--- src/design/chte_pkg.sv ---
// Package of the coalesced hash table engine: status codes, mode codes, queue entry type,
// back end state type and the key hash function. Depends on nothing.
`default_nettype none
package chte_pkg;
    localparam logic [1:0] ST_DONE = 2'd0;
    localparam logic [1:0] ST_MISS = 2'd1;
    localparam logic [1:0] ST_FULL = 2'd2;
    localparam logic MODE_LOOKUP = 1'b0;
    localparam logic MODE_INSERT = 1'b1;

    typedef struct packed {
        logic        mode;
        logic [63:0] key;
        logic [63:0] value;
        logic [31:0] hash;
    } t_req;

    typedef enum logic [4:0] {
        S_CLEAR, S_IDLE, S_RD, S_CHK, S_INS, S_FREE_RD, S_FREE_CHK,
        S_OCC_HASH, S_PRED_RD, S_PRED_CHK, S_MOVE, S_OUT
    } t_state;

    // SuperFastHash of the eight key bytes taken little-endian.
    function automatic logic [31:0] sfh_key(input logic [63:0] key);
        logic [31:0] h;
        logic [31:0] w;
        h = 32'd8;
        for (int i = 0; i < 2; i++) begin
            h = h + {16'd0, key[32*i +: 16]};
            w = {5'd0, key[32*i+16 +: 16], 11'd0} ^ h;
            h = {h[15:0], 16'd0} ^ w;
            h = h + (h >> 11);
        end
        h = h ^ (h << 3);
        h = h + (h >> 5);
        h = h ^ (h << 4);
        h = h + (h >> 17);
        h = h ^ (h << 25);
        h = h + (h >> 6);
        return h;
    endfunction
endpackage
`default_nettype wire

--- src/design/chte_front.sv ---
// Front end: takes request words, hashes the key and registers the result.
// Depends on chte_pkg.
`default_nettype none
module chte_front (
    input  wire logic          i_clk,
    input  wire logic          i_rst_n,
    input  wire logic          i_valid,
    output logic               o_stall,
    input  wire logic          i_mode,
    input  wire logic [63:0]   i_key,
    input  wire logic [63:0]   i_new_value,
    output logic               o_req_valid,
    input  wire logic          i_req_stall,
    output chte_pkg::t_req     o_req
);
    logic           r_valid;
    chte_pkg::t_req r_req;

    assign o_stall     = r_valid && i_req_stall;
    assign o_req_valid = r_valid;
    assign o_req       = r_req;

    always_ff @(posedge i_clk) begin
        if (!i_rst_n) begin
            r_valid <= 1'b0;
        end else if (!o_stall) begin
            r_valid <= i_valid;
        end
        if (!o_stall && i_valid) begin
            r_req.mode  <= i_mode;
            r_req.key   <= i_key;
            r_req.value <= i_new_value;
            r_req.hash  <= chte_pkg::sfh_key(i_key);
        end
    end
endmodule
`default_nettype wire

--- config.mk ---
export PLATFORM = sky130hd
export DESIGN_NAME = chte_front
export DESIGN_NICKNAME = d
export VERILOG_FILES = /design/src/design/chte_pkg.sv /design/src/design/chte_front.sv
export SDC_FILE = /design/constraint.sdc
export NUM_CORES = 1
export LEC_CHECK = 0
export BUFFER_PORTS_ARGS = -buffer_cell sky130_fd_sc_hd__buf_2
export CAP_MARGIN = 40
export CORE_MARGIN = 2
export CORE_UTILIZATION = 51
export CTS_CLUSTER_DIAMETER = 30
export DETAILED_ROUTE_END_ITERATION = 7
export MAX_ROUTING_LAYER = met4
export PLACE_DENSITY = 0.85
export REMOVE_ABC_BUFFERS = 1
export SLEW_MARGIN = 20
export SYNTH_ARGS = -nofsm -noshare
export SYNTH_HDL_FRONTEND = slang
export SYNTH_SLANG_ARGS = --single-unit
--- constraint.sdc ---
create_clock -name i_clk -period 14.2 [get_ports i_clk]
set_clock_uncertainty 0.1 [all_clocks]
set_input_delay 0.71 -clock i_clk [delete_from_list [all_inputs] [get_ports i_clk]]
set_output_delay 0.71 -clock i_clk [all_outputs]
set_load 0.01 [all_outputs]
==> key figures, run 1 <==
Route
  • DRC viols: 0
  • Wirelength, routed: 39,500 microns
  • Total iterations of the first detailed-routing run: 7
  • Vias: 11,800
  • Antenna viol nets, final: 0
  • Drt initial violations: 1,070
  • Wire per inst: 19.0 microns
  • Vias per cell: 5.65

Clock network
  • Root buf cell: clkbuf_16
  • Htree depth: 4
  • TritonCTS clock tree: yes
  • Clk_lat worst skew: 420 ps
  • Clock Path Buffers: 2
  • Hold_buf cts: 0
  • Sink Count: 162
  • Clock transition at path regs: 70 ps
  • CTS Buf Count: 17

Synth
  • Cell count after synthesis: 1,262
  • Simple-gate share of the synthesized area: 0.114
  • Multiplexer area fraction after synthesis: 0.00619
  • Xor and xnor area share after synthesis: 0.182
  • #FFs+latches synth: 162
  • Post-synth ARST share: 0
  • Top cell type's share of synthesized area: 0.368
  • Post-synthesis compound-gate area fraction: 0.156
  • Distinct cells, synth: 90
  • Syn avg cell area: 10.4 sq um
  • Sequential share of the synthesized area: 0.369
  • Primary FF master, synth: edfxtp_1
  • Area leader, netlist: edfxtp_1
  • Largest family of logic cells by synthesized area: XOR/XNOR gates
  • Synth warn: 0
  • Cell area after synthesis: 0.0131 sq mm
  • Adder-cell share of the synthesized area: 0.140
  • Synth top area cells: edfxtp_1 (37%), ha_1 (11%), xnor2_1 (10%)
  • Number of synthesized flops with an enable pin: 161

Floorplanning
  • Initial Util: 0.521
  • Die ar.: 0.0271 sq mm
  • IO Count: 296
  • Core area: 0.0253 sq mm
  • Chip width: 165 microns
  • Row count: 58
  • Die height: 165 microns

GRT
  • Gr usage total: 0.300
  • Antenna violations before repair: 2
  • Largest net degree at the start of global routing: 67
  • Grt total ovfl: 0
  • Global-route wire length before repair: 60,700 microns
  • Number of global-route vias before repair: 11,800

Run status
  • Status: completed

Job
  • Max-cap viol count: 0

Placed design
  • PortBufs: 295
  • Placed wire-length estimate after detailed placement: 32,500 microns
  • Post-DP Area: 0.0162 sq mm
  • Placer Congestion: 0.987

Finish
  • Design area: 0.0172 sq mm
  • Nets@finish: 2,006
  • Share of cells above drive strength 1: 0.335
  • Area grow syn2layout: 30.6%

Timing
  • Slew Limit Headroom: 0.577
  • Fin crit period: 13,510 ps
  • Setup-failing EPs final: 0
  • Worst slew pin tran: 629 ps
  • Fin crit share: 0.951
  • Hold Vio Cnt, Final: 0
  • Fmax: 0.0740 GHz
  • Slew Viols, Final: 0

Worst setup path
  • Element type at the critical path end: flip-flop
  • R2R Setup Slk: 11,520 ps
  • WP data required: 14,260 ps
  • Setup crit end: o_req[30]
  • FF-to-FF Start: o_req_valid
  • CP Max Fanout: 8
  • Cell mode on critical path: xnor2_1
  • Worst R2R Path Depth: 6
  • Critical path origin: i_key[8]
  • Arr. time, crit path: 13,570 ps
  • Max incr delay on CP: 450 ps
  • Critical Path Slowest Stage Cell: fa_1
  • Critical Setup Path Class: primary input to flip-flop
  • Worst R2R End: o_req[6]
  • CP startpoint kind: primary input

Min path
  • Min-delay worst type: primary input to flip-flop
[sequential cells by signal (all words and copies together) (netlist names)]
name	count
o_req_valid	1
o_req	161
[worst min-delay path by stage]
stage,start,cells past startpoint,end,slack (ps)
after floorplan,o_req_valid,2,o_req_valid,610
after global placement,o_req_valid,2,o_req_valid,550
after detailed placement,o_req_valid,2,o_req_valid,630
after CTS,i_new_value[0],1,o_req[32],340
after global routing,i_new_value[29],1,o_req[61],340
final,i_new_value[29],1,o_req[61],350
[repair_timing]
action | in CTS | in global routing
endpoints found under the hold margin | 0 | 0
resized for setup | 0 | 53
buffers inserted | 0 | 17
setup endpoints to repair | 0 | 15
[cells in the mapped netlist (all sizes together) (16+ instances only)]
library cell and instances:
a21o 38, a21oi 84, edfxtp 161, fa 19
ha 116, inv 94, nand2 73, nand2b 16
nand3 27, nor2 74, nor2b 16, nor3 27
o21ai 59, xnor2 155, xor2 84
[layout by cell type, fill, tap and decap left out, types with 13 or more instances in the layout]
cell type  synthesis  final
buf_2              2    295
ha_1             116    115
nor3_1            26     26
xnor2_1          151    140
nor2b_1           16     14
nand2b_1          16     16
nand2_1           72     72
a21o_1            38     38
buf_4              0    172
clkbuf_16          0     17
inv_1             90     90
o21ai_0           51     48
edfxtp_1         161    161
a21oi_1           84     80
nand3_1           24     24
o211ai_1          14     14
xnor2_2            2     13
nor2_1            74     73
xor2_1            83     77
fa_1              19     19
[final cells by class]
class                           instances  area [sq um]
Multi-Input combinational cell        993          8130
Fill cell                            1904          8080
Sequential cell                       162          4850
Timing Repair Buffer                  469          2820
Clock buffer                           19           433
Tap cell                              330           413
Inverter                               95           357
Clock inverter                         13           161
Antenna cell                            2          5.00
[cells by family after synthesis]
| logic type | after synthesis |
|---|---|
| AO/OA/AOI/OAI | 307 |
| AND/OR/NAND/NOR | 293 |
| XOR/XNOR | 249 |
| flip-flops | 162 |
| adder cells (fa/ha/maj) | 136 |
| buffers and inverters | 107 |
| multiplexers | 8 |
[stage by stage]
stage	setup slack (ps)	cells	util	setup TNS (ps)	hold WS [ps]
after floorplan	836	1250	-	0	612
after global placement	-0.251	2030	0.639	-0.251	553
after detailed placement	-313	2031	0.640	-1460	625
after CTS	42.1	2063	0.664	0	342
after global routing	-110	2083	0.680	-398	342
final	691	2083	0.680	0	352
[worst max-delay path: cells and delay by family]
kind,cells,cell delay [ps]
AOI/OAI and AO/OA,30,6670
adders and majority gates,6,2140
xor gates and xnor gates,9,1780
and+or+nand+nor,10,1480
buffers and inverters,5,780
[layer usage]
| layer | wire length [microns] | track usage |
|---|---|---|
| met1 | 16000 | 0.361 |
| met3 | 3020 | 0.0537 |
| met5 | 0 | - |
| met2 | 19200 | 0.508 |
| met4 | 1310 | 0.103 |
Power of run 1 is left out: the tool's default activity adds up to more than one toggle a clock period on the data nets, which glitch-free logic cannot reach.
==> run 2: changes to the inputs <==
--- a/config.mk
+++ b/config.mk
@@ -5,7 +5,7 @@
 export SDC_FILE = /design/constraint.sdc
 export NUM_CORES = 1
 export LEC_CHECK = 0
-export BUFFER_PORTS_ARGS = -buffer_cell sky130_fd_sc_hd__buf_2
+export BUFFER_PORTS_ARGS = -buffer_cell sky130_fd_sc_hd__clkbuf_2
 export CAP_MARGIN = 40
 export CORE_MARGIN = 2
 export CORE_UTILIZATION = 51
@@ -13,6 +13,7 @@
 export DETAILED_ROUTE_END_ITERATION = 7
 export MAX_ROUTING_LAYER = met4
 export PLACE_DENSITY = 0.85
+export RECOVER_POWER = 100
 export REMOVE_ABC_BUFFERS = 1
 export SLEW_MARGIN = 20
 export SYNTH_ARGS = -nofsm -noshare
==> run 2 against run 1 <==
  * The run now ends with max-capacitance violations, max-slew violations left
  * Flip-flop and latch count unchanged
  * Via count down 1.4%
  * Highest routed layer unchanged
  * Sequential share of layout area up 0.97 points
  * Count of clock-buffer cells in the layout down 1
  * Critical path type unchanged
  * First-iteration DRC count down 8.8%
  * Register-to-register slack worse by 3200 ps
  * Hold slack worse by 10 ps
  * Cell count down 1.8%
  * Largest cell class unchanged
  * Design area down 3.3%
  * Wire length down 0.40%
  * Core utilization down 2.3 points
==> key figures, run 2 (same netlist as run 1, synthesis figures left out) <==
Run status
  • Status: complete, but fails checks
  • Violated checks: max-capacitance violations, max-slew violations

GRT
  • Largest net degree at the start of global routing: 63 (-6.0%)
  • Number of global-route vias before repair: 11,400 (-2.7%)
  • Global-route wire length before repair: 59,800 microns (-1.6%)
  • Antenna violations before repair: 0 (-2)
  • Gr usage total: 0.296 (-0.00395)
  • Grt total ovfl: 0 (unchanged)

Route
  • Total iterations of the first detailed-routing run: 5 (-2)
  • Wire per inst: 19.3 microns (+1.4%)
  • Antenna viol nets, final: 0 (unchanged)
  • Drt initial violations: 976 (-8.8%)
  • Wirelength, routed: 39,400 microns (-0.40%)
  • Vias: 11,600 (-1.4%)
  • DRC viols: 0 (unchanged)
  • Vias per cell: 5.68 (+0.44%)

Worst setup path
  • Worst R2R End: o_req[144]
  • Critical Path Slowest Stage Cell: fa_1
  • Critical Setup Path Class: primary input to flip-flop
  • Element type at the critical path end: flip-flop
  • FF-to-FF Start: o_req_valid
  • Max incr delay on CP: 480 ps (+30 ps)
  • WP data required: 14,260 ps (about the same)
  • Critical path origin: i_key[12]
  • Arr. time, crit path: 13,730 ps (+160 ps)
  • CP startpoint kind: primary input
  • CP Max Fanout: 10 (+2)
  • CP top delay family: compound AO/OA/AOI/OAI gates
  • CP bufs+invs: 6 (+1)
  • Worst R2R Path Depth: 4 (-2)
  • R2R Setup Slk: 8330 ps (-3190 ps)

Timing
  • Slew Limit Headroom: -1.18 (-1.76)
  • Fmax: 0.0732 GHz (-1.1%)
  • Hold Vio Cnt, Final: 0 (unchanged)
  • Worst slew pin tran: 3270 ps (+2640 ps)
  • Setup-failing EPs final: 0 (unchanged)
  • Fin crit share: 0.962 (+0.0109)
  • Slew Viols, Final: 165 (+165)
  • Fin crit period: 13,660 ps (+155 ps)

Clock network
  • Sink Count: 162 (unchanged)
  • CTS Buf Count: 17 (unchanged)
  • Clk_lat worst skew: 430 ps (about the same)
  • TritonCTS clock tree: yes
  • Hold_buf cts: 0 (unchanged)
  • Root buf cell: clkbuf_16
  • Clock transition at path regs: 80 ps (about the same)
  • Clock Path Buffers: 2 (unchanged)
  • Htree depth: 4 (unchanged)

Min path
  • Min-delay worst type: primary input to flip-flop
  • Hold path start: i_new_value[59]
  • WHS Endpoint: o_req[91]
  • WHS Path Cells: 1 (unchanged)

Finish
  • Number of flip-flops in the largest register: 161 (unchanged)
  • Share of cells above drive strength 1: 0.194 (-0.141)
  • Commonest non-fill, non-tap cell in the layout: clkbuf_1
  • Nets@finish: 1,969 (-1.8%)
  • Design area: 0.0166 sq mm (-3.3%)
  • Area grow syn2layout: 26.3%
  • Leading cell types in the layout, fill and taps excluded: clkbuf_1 (227), edfxtp_1 (161), xnor2_1 (143)

Floorplanning
  • Chip width: 165 microns (unchanged)
  • Die height: 165 microns (unchanged)
  • Row count: 58 (unchanged)
  • Core area: 0.0253 sq mm (unchanged)
  • Die ar.: 0.0271 sq mm (unchanged)
  • IO Count: 296 (unchanged)
  • Initial Util: 0.521 (unchanged)

Placed design
  • Placer Congestion: 1.03 (+4.3%)
  • Placed wire-length estimate after detailed placement: 31,800 microns (-2.2%)
  • Post-DP Area: 0.0159 sq mm (-1.7%)
  • PortBufs: 295 (unchanged)

Job
  • Max-cap viol count: 3 (+3)
## run 2: cell count changes in the layout (fill, tap and decap cells not counted), moves of 3 or more
cell / before / now
buf_2: 295 / 0
clkbuf_1: 2 / 227
clkbuf_2: 0 / 72
buf_4: 172 / 134
a21oi_2: 3 / 7
o21ai_0: 48 / 44
a21oi_1: 80 / 77
o21ai_1: 9 / 12
xnor2_1: 140 / 143
xnor2_2: 13 / 10
## run 2: routing by layer
| metal | wire, microns | global-route usage | up-vias |
|---|---|---|---|
| li1 | - | - | 5485 |
| met1 | 16200 | 0.363 | 5473 |
| met2 | 18700 | 0.485 | 555 |
| met3 | 3100 | 0.0580 | 102 |
| met4 | 1350 | 0.113 | 0 |
| met5 | 0 | - | - |
## run 2: worst max path at each step
stage                      to  cells after the start
floorplan           o_req[29]                     57
global placement    o_req[31]                     60
detailed placement  o_req[30]                     63
CTS                 o_req[30]                     63
global route        o_req[29]                     63
finish              o_req[29]                     61
## run 2: layout make-up
| cell class | instances | area [sq um] |
|---|---|---|
| Antenna cell | 1 | 2.50 |
| Clock buffer | 18 | 429 |
| Clock inverter | 14 | 189 |
| Fill cell | 2078 | 8650 |
| Inverter | 95 | 357 |
| Multi-Input combinational cell | 993 | 8140 |
| Sequential cell | 162 | 4850 |
| Tap cell | 330 | 413 |
| Timing Repair Buffer | 432 | 2210 |
## run 2: stage by stage
| stage | util | hold slack, ps | std cells | TNS, ps | worst slack (ps) |
|---|---|---|---|---|---|
| after floorplan | - | 612 | 1250 | 0 | 836 |
| after global placement | 0.629 | 560 | 1996 | 0 | 18.9 |
| after detailed placement | 0.629 | 630 | 1996 | -2410 | -482 |
| after CTS | 0.654 | 333 | 2028 | 0 | 32.6 |
| after global routing | 0.657 | 323 | 2044 | -596 | -165 |
| final | 0.657 | 342 | 2045 | 0 | 537 |
## run 2: repair_timing
action                                  4_1_cts  5_1_grt
buffers inserted                              0       16
pin swaps                                     0       22
endpoints found under the setup margin        4       18
resized for setup                             4       60
endpoints found under the hold margin         0        0
Power of run 2 is left out for the same reason.
==> run 3: changes to the inputs <==
--- a/config.mk
+++ b/config.mk
@@ -5,14 +5,16 @@
 export SDC_FILE = /design/constraint.sdc
 export NUM_CORES = 1
 export LEC_CHECK = 0
-export BUFFER_PORTS_ARGS = -buffer_cell sky130_fd_sc_hd__clkbuf_2
 export CAP_MARGIN = 40
+export CELL_PAD_IN_SITES_DETAIL_PLACEMENT = 0
+export CELL_PAD_IN_SITES_GLOBAL_PLACEMENT = 2
 export CORE_MARGIN = 2
-export CORE_UTILIZATION = 51
+export CORE_UTILIZATION = 37
 export CTS_CLUSTER_DIAMETER = 30
 export DETAILED_ROUTE_END_ITERATION = 7
+export DONT_BUFFER_PORTS = 1
 export MAX_ROUTING_LAYER = met4
-export PLACE_DENSITY = 0.85
+export PLACE_DENSITY = 0.83
 export RECOVER_POWER = 100
 export REMOVE_ABC_BUFFERS = 1
 export SLEW_MARGIN = 20
==> run 3 against run 2 <==
  * The run still ends with max-capacitance violations, max-slew violations left
  * Fmax rose by 2.2%
  * Critical path depth rose by 4
  * Via count fell by 8.9%
  * Wire length fell by 9.4%
  * Die area rose by 37%
  * Global-route usage fell by 9.8 points
  * Hold slack got worse by 97 ps
  * Largest cell class unchanged
==> key figures, run 3 (same netlist as run 1, synthesis figures left out) <==
Route
  • Antenna viol nets, final: 0 (unchanged)
  • DRC viols: 0 (unchanged)
  • Vias per cell: 5.14 (-9.5%)
  • Vias: 10,600 (-8.9%)
  • Total iterations of the first detailed-routing run: 5 (unchanged)
  • Drt initial violations: 462 (-53%)
  • Wire per inst: 17.3 microns (-10%)
  • Wirelength, routed: 35,700 microns (-9.4%)

Job
  • Max-cap viol count: 4 (+1)

GRT
  • Largest net degree at the start of global routing: 78 (+24%)
  • Gr usage total: 0.198 (-0.0976)
  • Global-route wire length before repair: 54,900 microns (-8.1%)
  • Number of global-route vias before repair: 10,400 (-8.8%)
  • Antenna violations before repair: 1 (+1)
  • Grt total ovfl: 0 (unchanged)

Worst setup path
  • CP startpoint kind: primary input
  • Arr. time, crit path: 13,470 ps (-260 ps)
  • Element type at the critical path end: flip-flop
  • Worst R2R Path Depth: 4 (unchanged)
  • FF-to-FF Start: o_req_valid
  • WP data required: 14,300 ps (+40 ps)
  • Worst R2R End: o_req[37]
  • Setup crit end: o_req[29]
  • Cell mode on critical path: o21ai_0
  • Critical path origin: i_key[3]
  • Max incr delay on CP: 480 ps (about the same)
  • R2R Setup Slk: 9680 ps (+1350 ps)
  • Critical Setup Path Class: primary input to flip-flop
  • Critical Path Slowest Stage Cell: fa_1
  • CP Max Fanout: 7 (-3)

Placed design
  • PortBufs: 0 (-100%)
  • Placer Congestion: 0.908 (-12%)
  • Placed wire-length estimate after detailed placement: 30,300 microns (-4.7%)
  • Post-DP Area: 0.0160 sq mm (+0.80%)
  • Inst Count DP: 2,022 (+1.3%)

Timing
  • Slew Viols, Final: 167 (+1.2%)
  • Fin crit share: 0.941 (-0.0208)
  • Worst slew pin tran: 2400 ps (-867 ps)
  • Fin crit period: 13,370 ps (-296 ps)
  • Slew Limit Headroom: -0.602 (+0.578)
  • Setup-failing EPs final: 0 (unchanged)
  • Hold Vio Cnt, Final: 0 (unchanged)
  • Fmax: 0.0748 GHz (+2.2%)

Finish
  • Fin util: 0.475 (-0.182)
  • Leading cell types in the layout, fill and taps excluded: buf_4 (311), edfxtp_1 (161), xnor2_1 (145)
  • Area grow syn2layout: 27.6%
  • Fin cells: 2,059 (+0.68%)
  • Design area: 0.0168 sq mm (+1.0%)
  • Number of flip-flops in the largest register: 161 (unchanged)
  • Commonest non-fill, non-tap cell in the layout: buf_4
  • Share of cells above drive strength 1: 0.260 (+0.0662)
  • Nets@finish: 1,852 (-5.9%)

Run status
  • Violated checks: max-capacitance violations, max-slew violations
  • Status: complete, but fails checks

Clock network
  • Clock Path Buffers: 2 (unchanged)
  • Sink Count: 162 (unchanged)
  • Clock transition at path regs: 80 ps (about the same)
  • Htree depth: 4 (unchanged)
  • Root buf cell: clkbuf_16
  • CTS Buf Count: 17 (unchanged)
  • TritonCTS clock tree: yes
  • Hold_buf cts: 0 (unchanged)
  • Clk_lat worst skew: 450 ps (+20 ps)

Floorplanning
  • IO Count: 296 (unchanged)
  • Core area: 0.0353 sq mm (+40%)
  • Chip width: 193 microns (+17%)
  • Row count: 69 (+19%)
  • Die height: 193 microns (+17%)
  • Initial Util: 0.372 (-0.148)
  • Die ar.: 0.0371 sq mm (+37%)

Min path
  • Min-delay worst type: primary input to flip-flop
run 3: worst max-delay path, delay by kind of cell:
kind	cells	cell delay (ps)
buffers and inverters	3	470
adder cells (fa/ha/maj)	7	2200
AND/OR/NAND/NOR	13	1700
XOR/XNOR	9	1900
AO/OA/AOI/OAI	33	6470
run 3: routing by layer:
metal / vias up / track usage / wire, microns
met5: - / - / 0
met2: 279 / 0.343 / 17900
met4: 0 / 0.0619 / 756
met3: 47 / 0.0336 / 1480
li1: 5246 / - / -
met1: 5014 / 0.235 / 15600
run 3: worst min-delay path by stage:
stage	cells after the start	slack, ps	end	start
detailed placement	2	700	o_req_valid	o_req_valid
global placement	2	700	o_req_valid	o_req_valid
finish	0	240	o_req[95]	i_new_value[63]
floorplan	2	610	o_req_valid	o_req_valid
global route	0	230	o_req[59]	i_new_value[27]
CTS	0	220	o_req[50]	i_new_value[18]
run 3: repair_timing:
item,CTS,global route
buffers inserted,0,3
endpoints found under the hold margin,0,0
gates resized for setup,0,34
endpoints found under the setup margin,0,15
run 3: area by class of cell:
type / instances / area (sq um)
clock inverter: 15 / 185
antenna: 1 / 2.50
clock buffer: 17 / 425
fill: 3254 / 18500
tap: 461 / 577
timing repair buffer: 315 / 2350
multi-input combinational: 993 / 8020
sequential: 162 / 4850
inverter: 95 / 357
run 3: per-stage QoR:
step | TNS (ps) | setup slack, ps | hold WS, ps
floorplan | 0 | 836 | 612
global placement | -792 | -231 | 696
detailed placement | -1570 | -317 | 704
CTS | 0 | 122 | 218
global route | -160 | -54.3 | 225
finish | 0 | 832 | 245
Power of run 3 is left out for the same reason.
