**src/design/chte_pkg.sv**
```systemverilog
// Package of the coalesced hash table engine: status codes, mode codes, queue entry type,
// back end state type and the key hash function. Depends on nothing.
`default_nettype none
package chte_pkg;
    localparam logic [1:0] ST_DONE = 2'd0;
    localparam logic [1:0] ST_MISS = 2'd1;
    localparam logic [1:0] ST_FULL = 2'd2;
    localparam logic MODE_LOOKUP = 1'b0;
    localparam logic MODE_INSERT = 1'b1;

    typedef struct packed {
        logic        mode;
        logic [63:0] key;
        logic [63:0] value;
        logic [31:0] hash;
    } t_req;

    typedef enum logic [4:0] {
        S_CLEAR, S_IDLE, S_RD, S_CHK, S_INS, S_FREE_RD, S_FREE_CHK,
        S_OCC_HASH, S_PRED_RD, S_PRED_CHK, S_MOVE, S_OUT
    } t_state;

    // SuperFastHash of the eight key bytes taken little-endian.
    function automatic logic [31:0] sfh_key(input logic [63:0] key);
        logic [31:0] h;
        logic [31:0] w;
        h = 32'd8;
        for (int i = 0; i < 2; i++) begin
            h = h + {16'd0, key[32*i +: 16]};
            w = {5'd0, key[32*i+16 +: 16], 11'd0} ^ h;
            h = {h[15:0], 16'd0} ^ w;
            h = h + (h >> 11);
        end
        h = h ^ (h << 3);
        h = h + (h >> 5);
        h = h ^ (h << 4);
        h = h + (h >> 17);
        h = h ^ (h << 25);
        h = h + (h >> 6);
        return h;
    endfunction
endpackage
`default_nettype wire

```
**src/design/chte_fifo.sv**
```systemverilog
// Two-entry queue between the front end and the back end.
// Depends on chte_pkg.
`default_nettype none
module chte_fifo (
    input  wire logic           i_clk,
    input  wire logic           i_rst_n,
    input  wire logic           i_valid,
    output logic                o_stall,
    input  wire chte_pkg::t_req i_data,
    output logic                o_valid,
    input  wire logic           i_stall,
    output chte_pkg::t_req      o_data
);
    chte_pkg::t_req r_mem [2];
    logic           r_wp;
    logic           r_rp;
    logic [1:0]     r_cnt;
    logic           push;
    logic           pop;

    assign o_stall = (r_cnt == 2'd2);
    assign o_valid = (r_cnt != 2'd0);
    assign o_data  = r_mem[r_rp];
    assign push    = i_valid && !o_stall;
    assign pop     = o_valid && !i_stall;

    always_ff @(posedge i_clk) begin
        if (!i_rst_n) begin
            r_wp  <= 1'b0;
            r_rp  <= 1'b0;
            r_cnt <= 2'd0;
        end else begin
            if (push) r_wp <= !r_wp;
            if (pop)  r_rp <= !r_rp;
            r_cnt <= r_cnt + {1'b0, push} - {1'b0, pop};
        end
        if (push) r_mem[r_wp] <= i_data;
    end
endmodule
`default_nettype wire

```
**config.mk**
```make
export PLATFORM = sky130hd
export DESIGN_NAME = chte_fifo
export DESIGN_NICKNAME = d
export VERILOG_FILES = /design/src/design/chte_pkg.sv /design/src/design/chte_fifo.sv
export SDC_FILE = /design/constraint.sdc
export NUM_CORES = 1
export LEC_CHECK = 0
export ABC_CLOCK_PERIOD_IN_PS = 8900
export BUFFER_PORTS_ARGS = -buffer_cell sky130_fd_sc_hd__buf_4
export CAP_MARGIN = 10
export CORE_MARGIN = 8
export CORE_UTILIZATION = 35
export CTS_CLUSTER_SIZE = 30
export DETAILED_ROUTE_END_ITERATION = 10
export GPL_TIMING_DRIVEN = 0
export SETUP_SLACK_MARGIN = 0.1
export SYNTH_ARGS = -nofsm -noshare
export SYNTH_HDL_FRONTEND = slang
export SYNTH_SLANG_ARGS = --single-unit
```
**constraint.sdc**
```tcl
create_clock -name i_clk -period 8.9 [get_ports i_clk]
set_input_delay 0.445 -clock i_clk [delete_from_list [all_inputs] [get_ports i_clk]]
set_output_delay 0.445 -clock i_clk [all_outputs]
set_load 0.02 [all_outputs]
```
==> results of run 1 <==
[stage by stage]
step	worst slack, ns	total power, uW	hold slack (ns)	TNS [ns]
detailed placement	6.52	3430	0.473	0
CTS	6.47	4830	0.0941	0
finish	6.57	4740	0.126	0
global placement	-3.74	3470	0.461	-600.19
floorplan	0.979	2880	0.452	0
global route	6.41	4950	0.0901	0
[worst max-delay path, cell delays in order, from the launching register on]
cell	delay, ns
dfxtp_1	0.32
buf_6	0.15
buf_6	0.21
buf_6	0.22
mux2_4	0.31
buf_4	0.17
[power breakdown]
part	internal (uW)	switching, uW	leakage (uW)	total [uW]
Clock	822	551	0.000527	1370
Combinational	667	728	0.00275	1400
Sequential	1930	41.9	0.00305	1970
[path summary, 6_finish.rpt]
| path | from | end | slack, ns | cells after the start |
|---|---|---|---|---|
| max | flip-flop | o_data[97] | 6.57 | 5 |
| min | i_data[90] | r_mem[0][90] | 0.13 | 1 |
| max reg2reg | r_cnt[0] | r_mem[0][151] | 6.59 | 6 |
| min reg2reg | r_rp | flip-flop | 0.48 | 2 |
[registers in the layout, indices dropped and copies added, names as in the netlist, named ones only]
register and flops:
r_rp 1, r_wp 1, r_cnt 2, r_mem 322
[logic make-up (layout without fill, tap and decap cells)]
group         Yosys count  after routing  synth area share
flops                 327            327             0.799
mux                   164            164             0.178
buf+inv                20            418            0.0136
simple gates           12             12           0.00532
fa+ha+maj               2              2           0.00205
xor+xnor                2              2           0.00143
[synthesized netlist by cell type, drive strengths merged]
cell    instances
and3            1
edfxtp        322
and2            1
xor2            1
nor2b           2
ha              2
dfxtp           5
nand2           3
inv             2
buf            18
mux2i           3
nand2b          3
nor2            1
xnor2           1
mux2          161
or2             1
[routing by layer]
layer	vias to the layer above	track usage	routed length [um]
li1	2841	-	-
met1	2967	0.144	10400
met2	202	0.213	13500
met3	41	0.0526	2510
met4	8	0.0298	457
met5	-	0	55
[area by class of cell]
cell class | count | share of cell area
plain buffers | 18 | 0.00960
clock buffers | 47 | 0.0588
clock inverters | 15 | 0.00673
inverters | 2 | 0.000453
multi-input cells | 180 | 0.139
flip-flops and latches | 327 | 0.590
well taps | 455 | 0.0344
repair buffers | 336 | 0.161
==> summary.txt, run 1 <==
Job
  – Max Cap Violations: 0

Clocking
  – Root Driver: clkbuf_16
  – Clk_lat worst skew: 0.50 ns
  – H-tree depth: 2
  – CTS tree: built
  – Number of buffers created by CTS: 36
  – Setup bufs post-CTS: 0
  – Hold_buf cts: 0
  – Post-cts sizing count: 0
  – # clock sinks: 327
  – CTS Buffer Depth: 3
  – Worst-path clk slew: 0.06 ns

Synth
  – Mapped Nets: 694
  – Yosys Warn Count: 0
  – Seq/Total Area, Yosys: 0.799
  – Top cell type by total area after synthesis: edfxtp_1
  – FF+latch count, synth: 327
  – Share of the synthesized area in the top cell type: 0.791
  – Distinct cells, synth: 18
  – Cell count after synthesis: 527
  – Area contributors post-synth: edfxtp_1 (79%), mux2_4 (11%), mux2_2 (6.5%), buf_6 (1.0%), dfxtp_1 (0.82%)
  – Syn_area_per_cell: 23.2 um2
  – Cell Area, Synth: 12200 um2

Timing
  – Final setup viols: 0
  – Slew @ Worst Pin: 0.753 ns
  – FMAX: 0.430 GHz
  – Slew Limit Fails: 0
  – Post-layout min period: 2.33 ns
  – Slew HR: 0.497
  – Clk_skew: 0.0103 ns
  – Final Hold Viols: 0
  – RSZ-0062 raised after global routing: no
  – Final period util: 0.262

Floorplan
  – Initial core utilization: 0.355
  – Die area: 41200 um2
  – Io pins: 328
  – Chip width: 203 um
  – Die height: 203 um
  – Core area: 34500 um2
  – Core Rows: 68

Worst setup path
  – Crit Path Class: reg -> out
  – Crit end category: output port
  – Critical Path AT: 1.88 ns
  – Max FO, Critical Path: 10
  – Worst Path Required: 8.46 ns
  – Worst setup SP type: flip-flop

Route
  – DRC Markers: 0
  – Drt wl/cell: 19.5 um
  – Remaining antenna violation count: 0
  – DR iter-0 viols: 192
  – Via count: 6059
  – Final WL: 26900 um
  – 1st-pass router iterations: 4
  – Vias per cell: 4.39

Power and ir drop
  – Leak pwr: 0.00633 uW
  – Worst IR drop on VDD: 189 uV
  – P per Cell Area: 286 nW/um2

Run status
  – Status: complete, no violations

Cells and area
  – Net count, final: 1068
  – Commonest non-fill, non-tap cell in the layout: buf_4
  – Area growth from synthesis to layout: 35.4%
  – Footprint of the multi-input gates: 2300 um2
  – Share of cells above drive strength 1: 0.605
  – Core Util, Final: 0.480
  – Fin area: 16600 um2
  – Ant. Diodes: 0
  – Register area: 9770 um2
  – Most frequent cells in the layout: buf_4 (327), edfxtp_1 (322), mux2_4 (90)
  – Post-route insts no fill: 1380
  – Fill count: 2912

Placed design
  – Detailed placement HPWL: 19200 um
  – IO buf count: 327
  – Placed insts: 1318
  – RePlAce Congestion: 0.676
  – Placed cell areas: 15500 um2

Global route
  – GR Overflow Total: 0
  – Pin count of the biggest net entering global routing: 47
  – Vias in the first global route: 6499
  – First-pass GRT wire length: 39600 um
  – Antenna violations before repair: 4
  – Total track usage: 0.125

Worst hold path
  – HP Class: in -> reg
Power figures use the tool's default switching activity.
==> run 2: changes to the inputs <==
--- a/config.mk
+++ b/config.mk
@@ -5,7 +5,8 @@
 export SDC_FILE = /design/constraint.sdc
 export NUM_CORES = 1
 export LEC_CHECK = 0
-export ABC_CLOCK_PERIOD_IN_PS = 8900
+export ABC_AREA = 1
+export ABC_CLOCK_PERIOD_IN_PS = 2300
 export BUFFER_PORTS_ARGS = -buffer_cell sky130_fd_sc_hd__buf_4
 export CAP_MARGIN = 10
 export CORE_MARGIN = 8
==> constraint.sdc (replaced) <==
create_clock -name i_clk -period 2.3 [get_ports i_clk]
set_input_delay 0.115 -clock i_clk [delete_from_list [all_inputs] [get_ports i_clk]]
set_output_delay 0.115 -clock i_clk [all_outputs]
set_load 0.02 [all_outputs]
==> run 2 against run 1 <==
Compared with the run above: clock-buffer cell count shrank 4; critical path depth grew 2; sequential power rose to 3.9 times the previous value; critical path type is now reg -> reg; critical endpoint is now r_mem[0][125].
==> summary.txt, run 2 <==
Timing
  – Clk_skew: 0.0231 ns (+0.0128 ns)
  – Slew @ Worst Pin: 0.560 ns (-0.194 ns)
  – Final Hold Viols: 0 (unchanged)
  – RSZ-0062 raised after global routing: no
  – Hold Slack: 0.334 ns (+0.208 ns)
  – Final setup viols: 0 (unchanged)
  – Slew Limit Fails: 0 (unchanged)
  – Slew HR: 0.626 (+0.129)
  – Post-layout min period: 2.01 ns
  – FMAX: 0.498 GHz
  – Final period util: 0.873

Global route
  – Total track usage: 0.132 (+0.00655)
  – Vias in the first global route: 7577 (+17%)
  – GR Overflow Total: 0 (unchanged)
  – Antenna violations before repair: 3 (-1)
  – First-pass GRT wire length: 42700 um (+7.8%)
  – Pin count of the biggest net entering global routing: 37 (-21%)

Clocking
  – CTS Buffer Depth: 3 (unchanged)
  – CTS tree: built
  – Worst-path clk slew: 0.06 ns (about the same)
  – Number of buffers created by CTS: 36 (unchanged)
  – Root Driver: clkbuf_16
  – # clock sinks: 327 (unchanged)
  – H-tree depth: 2 (unchanged)
  – Setup bufs post-CTS: 0 (unchanged)
  – Clk_lat worst skew: 0.50 ns (about the same)

Worst hold path
  – Hold Crit Endpoint: r_mem[0][27]
  – WHS Path Cells: 2 (+1)
  – HP Class: in -> reg
  – HP Start: i_data[27]

Power and ir drop
  – Leak pwr: 0.00707 uW (+12%)
  – Worst IR drop on VDD: 608 uV (+220%)
  – P per Cell Area: 1040 nW/um2 (+260%)
  – Power Total: 19000 uW (+300%)

Cells and area
  – Fin area: 18300 um2 (+10%)
  – Net count, final: 1245 (+17%)
  – Fill count: 2762 (-5.2%)
  – Area growth from synthesis to layout: 49.5%
  – Commonest non-fill, non-tap cell in the layout: buf_4
  – Most frequent cells in the layout: buf_4 (327), edfxtp_1 (322), dlygate4sd3_1 (164)
  – Share of cells above drive strength 1: 0.520 (-0.0850)
  – Max reg flops: 322 (unchanged)
  – Top flop regs: r_mem: 322 flops, r_cnt: 2 flops
  – Biggest register: r_mem

Worst setup path
  – Reg-to-reg slack, setup: 0.29 ns (-6.30 ns)
  – Worst setup path startpoint: r_cnt[0]
  – Worst Path Required: 2.50 ns (-5.96 ns)
  – Crit-path cells: inv_2, nand2_4, nand2_2, nor2_4, buf_12, buf_16, buf_16
  – Worst path most repeated cell: buf_16
  – RR Endpoint: r_mem[0][125]
  – Origin of the critical flop-to-flop path: r_cnt[0]
  – Critical Path AT: 2.21 ns (+0.33 ns)
  – Crit Path Class: reg -> reg
  – Max incr delay on CP: 0.47 ns (+0.15 ns)
  – Crit end category: flip-flop
  – Max FO, Critical Path: 25 (+15)
  – Worst setup SP type: flip-flop
  – Slowest-stage cell, CP: nor2_4
  – WP buf/inv: 4 (unchanged)
  – Crit path max-delay family: buffers and inverters
  – R2R depth: 7 (+1)

Route
  – Remaining antenna violation count: 0 (unchanged)
  – 1st-pass router iterations: 4 (unchanged)
  – Vias per cell: 4.38 (-0.26%)
  – DRC Markers: 0 (unchanged)
  – Drt wl/cell: 18.1 um (-7.1%)
  – Via count: 6827 (+13%)
  – Final WL: 28200 um (+4.9%)
  – DR iter-0 viols: 176 (-8.3%)

Synth
  – Yosys Warn Count: 0 (unchanged)
  – Main synth FF type: edfxtp_1
  – Cell count after synthesis: 538 (+2.1%)
  – Synth Area in Compound Gates: 0.000819 (+0.000819)
  – Area contributors post-synth: edfxtp_1 (79%), mux2_4 (11%), mux2_2 (6.5%), buf_6 (1.0%), dfxtp_1 (0.82%)
  – Syn_area_per_cell: 22.7 um2 (-2.1%)
  – Main combinational cell family by area after synthesis: multiplexers
  – Simple-gate share of the synthesized area: 0.00645 (+0.00113)
  – Seq/Total Area, Yosys: 0.799 (about the same)
  – Distinct cells, synth: 12 (-6)
  – FF+latch count, synth: 327 (unchanged)
  – Count leader, synth: edfxtp_1
  – Top cell type by total area after synthesis: edfxtp_1
  – Cell Area, Synth: 12200 um2 (about the same)
  – Mapped Nets: 705 (+1.6%)
  – Post-synth ARST share: 0 (unchanged)
  – Synth Area in Adders: 0.00205 (about the same)
  – Most frequent cells after synthesis: edfxtp_1 (322), mux2_4 (90), mux2_2 (71), buf_6 (11), nand2_1 (9)
  – Share of the synthesized area in the top cell type: 0.791 (about the same)
  – Post-synthesis mux area share: 0.176 (-0.00244)
  – EDFF count, synth: 322 (unchanged)
  – Synth Area in XOR/XNOR: 0 (-0.00143)

Floorplan
  – Core Rows: 68 (unchanged)
  – Die area: 41200 um2 (about the same)
  – Io pins: 328 (unchanged)
  – Initial core utilization: 0.355 (about the same)
  – Chip width: 203 um (about the same)
  – Die height: 203 um (about the same)
  – Core area: 34500 um2 (unchanged)

Placed design
  – IO buf count: 327 (unchanged)
  – Placed cell areas: 15500 um2 (+0.31%)
  – Detailed placement HPWL: 19600 um (+1.8%)
  – RePlAce Congestion: 0.692 (+2.4%)

Run status
  – Status: complete, no violations

Job
  – Max Cap Violations: 0 (unchanged)
==> run 2: changes by cell type in the layout (fill, tap and decap cells not counted), sizes merged, moves of 2 or more <==
cell         before  now
nand3             0    3
nand2b            3    0
mux2i             3    0
nand2             3    9
nor2              1    8
clkinv           13   17
buf             354  356
nor2b             2    0
a21oi             0    2
dlygate4sd3       0  164
clkbuf           47   43
inv               2    8
==> run 2: logic make-up after synthesis <==
logic type                 Yosys count
adders and majority gates            2
and+or+nand+nor                     20
DFF                                327
buffers and inverters               26
AOI/OAI and AO/OA                    2
muxes                              161
==> run 2: cell type report <==
type                            count  area (um2)  share of cell area
Sequential cell                   327        9770               0.535
Timing Repair Buffer              502        4340               0.238
Multi-Input combinational cell    185        2290               0.125
Clock buffer                       43         958              0.0525
Tap cell                          455         569              0.0312
Buffer                             18         159             0.00870
Clock inverter                     20         149             0.00815
Inverter                            8        33.8             0.00185
Antenna cell                        1        2.50            0.000137
==> run 2: power by group <==
group	leakage, uW	internal, uW	switching [uW]
combinational	0.00348	2860	3040
sequential	0.00305	7530	188
clock	0.000549	3190	2170
total	0.00707	13600	5390
==> run 2: stage by stage <==
stage / setup TNS [ns] / instances / setup WS (ns) / util
4_1_cts: 0 / 1558 / 0.244 / 0.530
5_1_grt: 0 / 1559 / 0.148 / 0.530
3_5_place_dp: 0 / 1331 / 0.253 / 0.450
6_report: 0 / 1559 / 0.293 / 0.530
2_1_floorplan: -323.63 / 538 / -1.01 / -
3_3_place_gp: -884.57 / 1320 / -2.84 / 0.443
==> run 2: per-layer routing <==
metal,vias to the layer above,share of wire,global-route usage
met2,216,0.50,0.225
met3,44,0.079,0.0426
li1,3206,-,-
met1,3357,0.40,0.157
met4,4,0.023,0.0370
met5,-,0.00078,0
==> run 2: timing repair <==
action	in CTS	in global routing
resized for setup	0	0
endpoints found under the hold margin	327	0
hold buffers	164	0
==> run 2: worst max-delay path by stage <==
| stage | endpoint | slack, ns | depth (start not counted) |
|---|---|---|---|
| 6_report | r_mem[0][125] | 0.29 | 7 |
| 2_1_floorplan | r_mem[0][0] | -1.01 | 4 |
| 3_5_place_dp | r_mem[0][128] | 0.25 | 7 |
| 4_1_cts | r_mem[0][128] | 0.24 | 7 |
| 5_1_grt | r_mem[0][128] | 0.15 | 7 |
| 3_3_place_gp | r_mem[1][124] | -2.84 | 4 |
==> run 3: changes to the inputs <==
--- a/config.mk
+++ b/config.mk
@@ -14,7 +14,8 @@
 export CTS_CLUSTER_SIZE = 30
 export DETAILED_ROUTE_END_ITERATION = 10
 export GPL_TIMING_DRIVEN = 0
-export SETUP_SLACK_MARGIN = 0.1
+export PLACE_DENSITY = 0.58
+export SETUP_SLACK_MARGIN = 0.5
 export SYNTH_ARGS = -nofsm -noshare
 export SYNTH_HDL_FRONTEND = slang
 export SYNTH_SLANG_ARGS = --single-unit
==> run 3 against run 2 <==
Compared with the run above: flip-flop and latch count is the same; final area grew 5.9%; clock skew shrank 0.011 ns; largest cell class unchanged; highest routed layer is now met4.
==> summary.txt, run 3 (synthesis gave the netlist of run 2 again) <==
Cells and area
  – Max reg flops: 322 (unchanged)
  – Fin area: 19300 um2 (+5.9%)
  – Fill count: 2681 (-2.9%)
  – Biggest register: r_mem
  – Area growth from synthesis to layout: 58.3%
  – Most frequent cells in the layout: edfxtp_1 (322), buf_4 (265), dlygate4sd3_1 (164)
  – Net count, final: 1273 (+2.2%)
  – Commonest non-fill, non-tap cell in the layout: edfxtp_1
  – Ant. Diodes: 0 (-1)
  – Share of cells above drive strength 1: 0.532 (+0.0118)
  – Top flop regs: r_mem: 322 flops, r_cnt: 2 flops

Worst hold path
  – HP Class: in -> reg
  – WHS Path Cells: 2 (unchanged)
  – HP Start: i_data[98]

Run status
  – Status: complete, no violations

Placed design
  – Placed cell areas: 15500 um2 (about the same)
  – RePlAce Congestion: 0.691 (-0.25%)
  – IO buf count: 327 (unchanged)
  – Detailed placement HPWL: 19900 um (+1.6%)
  – Pre-CTS WS: -0.0485 ns (-0.301 ns)

Worst setup path
  – Slowest-stage cell, CP: dfxtp_2
  – R2R depth: 7 (unchanged)
  – Worst path most repeated cell: buf_12
  – Crit end category: output port
  – Worst Path Required: 2.18 ns (-0.32 ns)
  – Max incr delay on CP: 0.31 ns (-0.16 ns)
  – Origin of the critical flop-to-flop path: r_cnt[0]
  – Crit Path Class: reg -> out
  – Worst setup SP type: flip-flop
  – Max FO, Critical Path: 6 (-76%)
  – Critical Path AT: 1.91 ns (-0.30 ns)
  – Crit-path cells: buf_6, buf_12, buf_12, buf_12, buf_12, mux2_4, buf_6

Timing
  – Final setup viols: 0 (unchanged)
  – Slew @ Worst Pin: 0.714 ns (+0.154 ns)
  – Slew HR: 0.523 (-0.103)
  – Slew Limit Fails: 0 (unchanged)
  – Setup_tns: 0 ns (unchanged)
  – Worst Slack Setup Final: 0.271 ns (-0.0218 ns)
  – Post-layout min period: 2.03 ns (+0.0218 ns)
  – RSZ-0062 raised after global routing: yes
  – FMAX: 0.493 GHz (-1.1%)
  – Final period util: 0.882 (+0.00948)
  – Final Hold Viols: 0 (unchanged)
  – Clk_skew: 0.0119 ns (-0.0112 ns)

Route
  – Drt wl/cell: 19.1 um (+5.7%)
  – 1st-pass router iterations: 4 (unchanged)
  – DRC Markers: 0 (unchanged)
  – Vias per cell: 4.42 (+0.98%)
  – DR iter-0 viols: 218 (+24%)
  – Via count: 7022 (+2.9%)
  – Remaining antenna violation count: 0 (unchanged)
  – Final WL: 30400 um (+7.6%)

Global route
  – First-pass GRT wire length: 45700 um (+6.9%)
  – Total track usage: 0.142 (+0.0109)
  – Antenna violations before repair: 0 (-3)
  – Pin count of the biggest net entering global routing: 38 (+2.7%)
  – GR Overflow Total: 0 (unchanged)
  – Vias in the first global route: 7721 (+1.9%)

Floorplan
  – Core Rows: 68 (unchanged)
  – Core area: 34500 um2 (unchanged)
  – Io pins: 328 (unchanged)
  – Die area: 41200 um2 (unchanged)
  – Initial core utilization: 0.355 (unchanged)
  – Chip width: 203 um (unchanged)
  – Die height: 203 um (unchanged)

Power and ir drop
  – Leak pwr: 0.00756 uW (+6.9%)
  – P per Cell Area: 1050 nW/um2 (+1.6%)
  – Worst IR drop on VDD: 647 uV (+6.4%)

Clocking
  – H-tree depth: 2 (unchanged)
  – Clk_lat worst skew: 0.51 ns (about the same)
  – Number of buffers created by CTS: 36 (unchanged)
  – Root Driver: clkbuf_16
  – CTS tree: built
  – # clock sinks: 327 (unchanged)
  – Worst-path clk slew: 0.05 ns (about the same)
  – CTS Buffer Depth: 3 (unchanged)

Job
  – Max Cap Violations: 0 (unchanged)
run 3: changes by cell type in the layout (fill, tap and decap cells not counted), moves of 4 or more:
cell,before,now
buf_4,327,265
buf_6,11,72
mux2_2,71,41
mux2_4,90,120
buf_12,8,24
buf_8,0,7
buf_2,7,1
buf_16,3,7
clkbuf_1,5,9
clkbuf_16,37,41
clkinv_2,7,3
run 3: critical path, delay by kind of cell (launching register included):
family | cells | cell delay, ns
buffers and inverters | 6 | 0.79
DFF | 1 | 0.31
muxes | 1 | 0.30
run 3: final timing paths:
| check | end | slack (ns) |
|---|---|---|
| worst min-delay path | r_mem[1][98] | 0.34 |
| worst max-delay path | o_data[147] | 0.27 |
| worst max register to register | r_mem[0][122] | 0.62 |
| worst min register to register | flip-flop | 0.51 |
run 3: final cells by class:
type | count | area (um2) | share of cell area
timing repair buffer | 529 | 5110 | 0.264
multi-input combinational | 186 | 2410 | 0.124
inverter | 8 | 33.8 | 0.00175
buffer | 18 | 312 | 0.0161
clock inverter | 15 | 126 | 0.00653
tap | 455 | 569 | 0.0294
clock buffer | 50 | 1010 | 0.0525
sequential | 327 | 9770 | 0.505
run 3: metrics by stage:
stage               hold slack [ns]   util  power (uW)  cells
detailed placement            0.302  0.450       13600   1331
CTS                           0.299  0.550       20300   1581
finish                        0.337  0.561       20400   1588
global placement              0.300  0.443       13500   1320
floorplan                     0.208      -       11200    538
global route                  0.317  0.561       21300   1588
run 3: layer usage:
metal  up-vias  part of all wire  track usage
li1       3275                 -            -
met3        45             0.073       0.0426
met4         0             0.019       0.0344
met1      3484              0.40        0.168
met2       218              0.51        0.252
met5         -                 0            0
run 3: what timing repair did:
action	4_1_cts	5_1_grt
pin swaps	1	0
hold buffers	164	0
hold endpoints to repair	327	0
endpoints found under the setup margin	300	252
setup buffers	12	3
resized for setup	85	67
gates cloned	9	4
run 3: report_power, final:
group	switching [uW]	leakage (uW)	internal [uW]
Sequential	194	0.00305	7530
Combinational	3340	0.00396	3840
Clock	2190	0.000556	3310
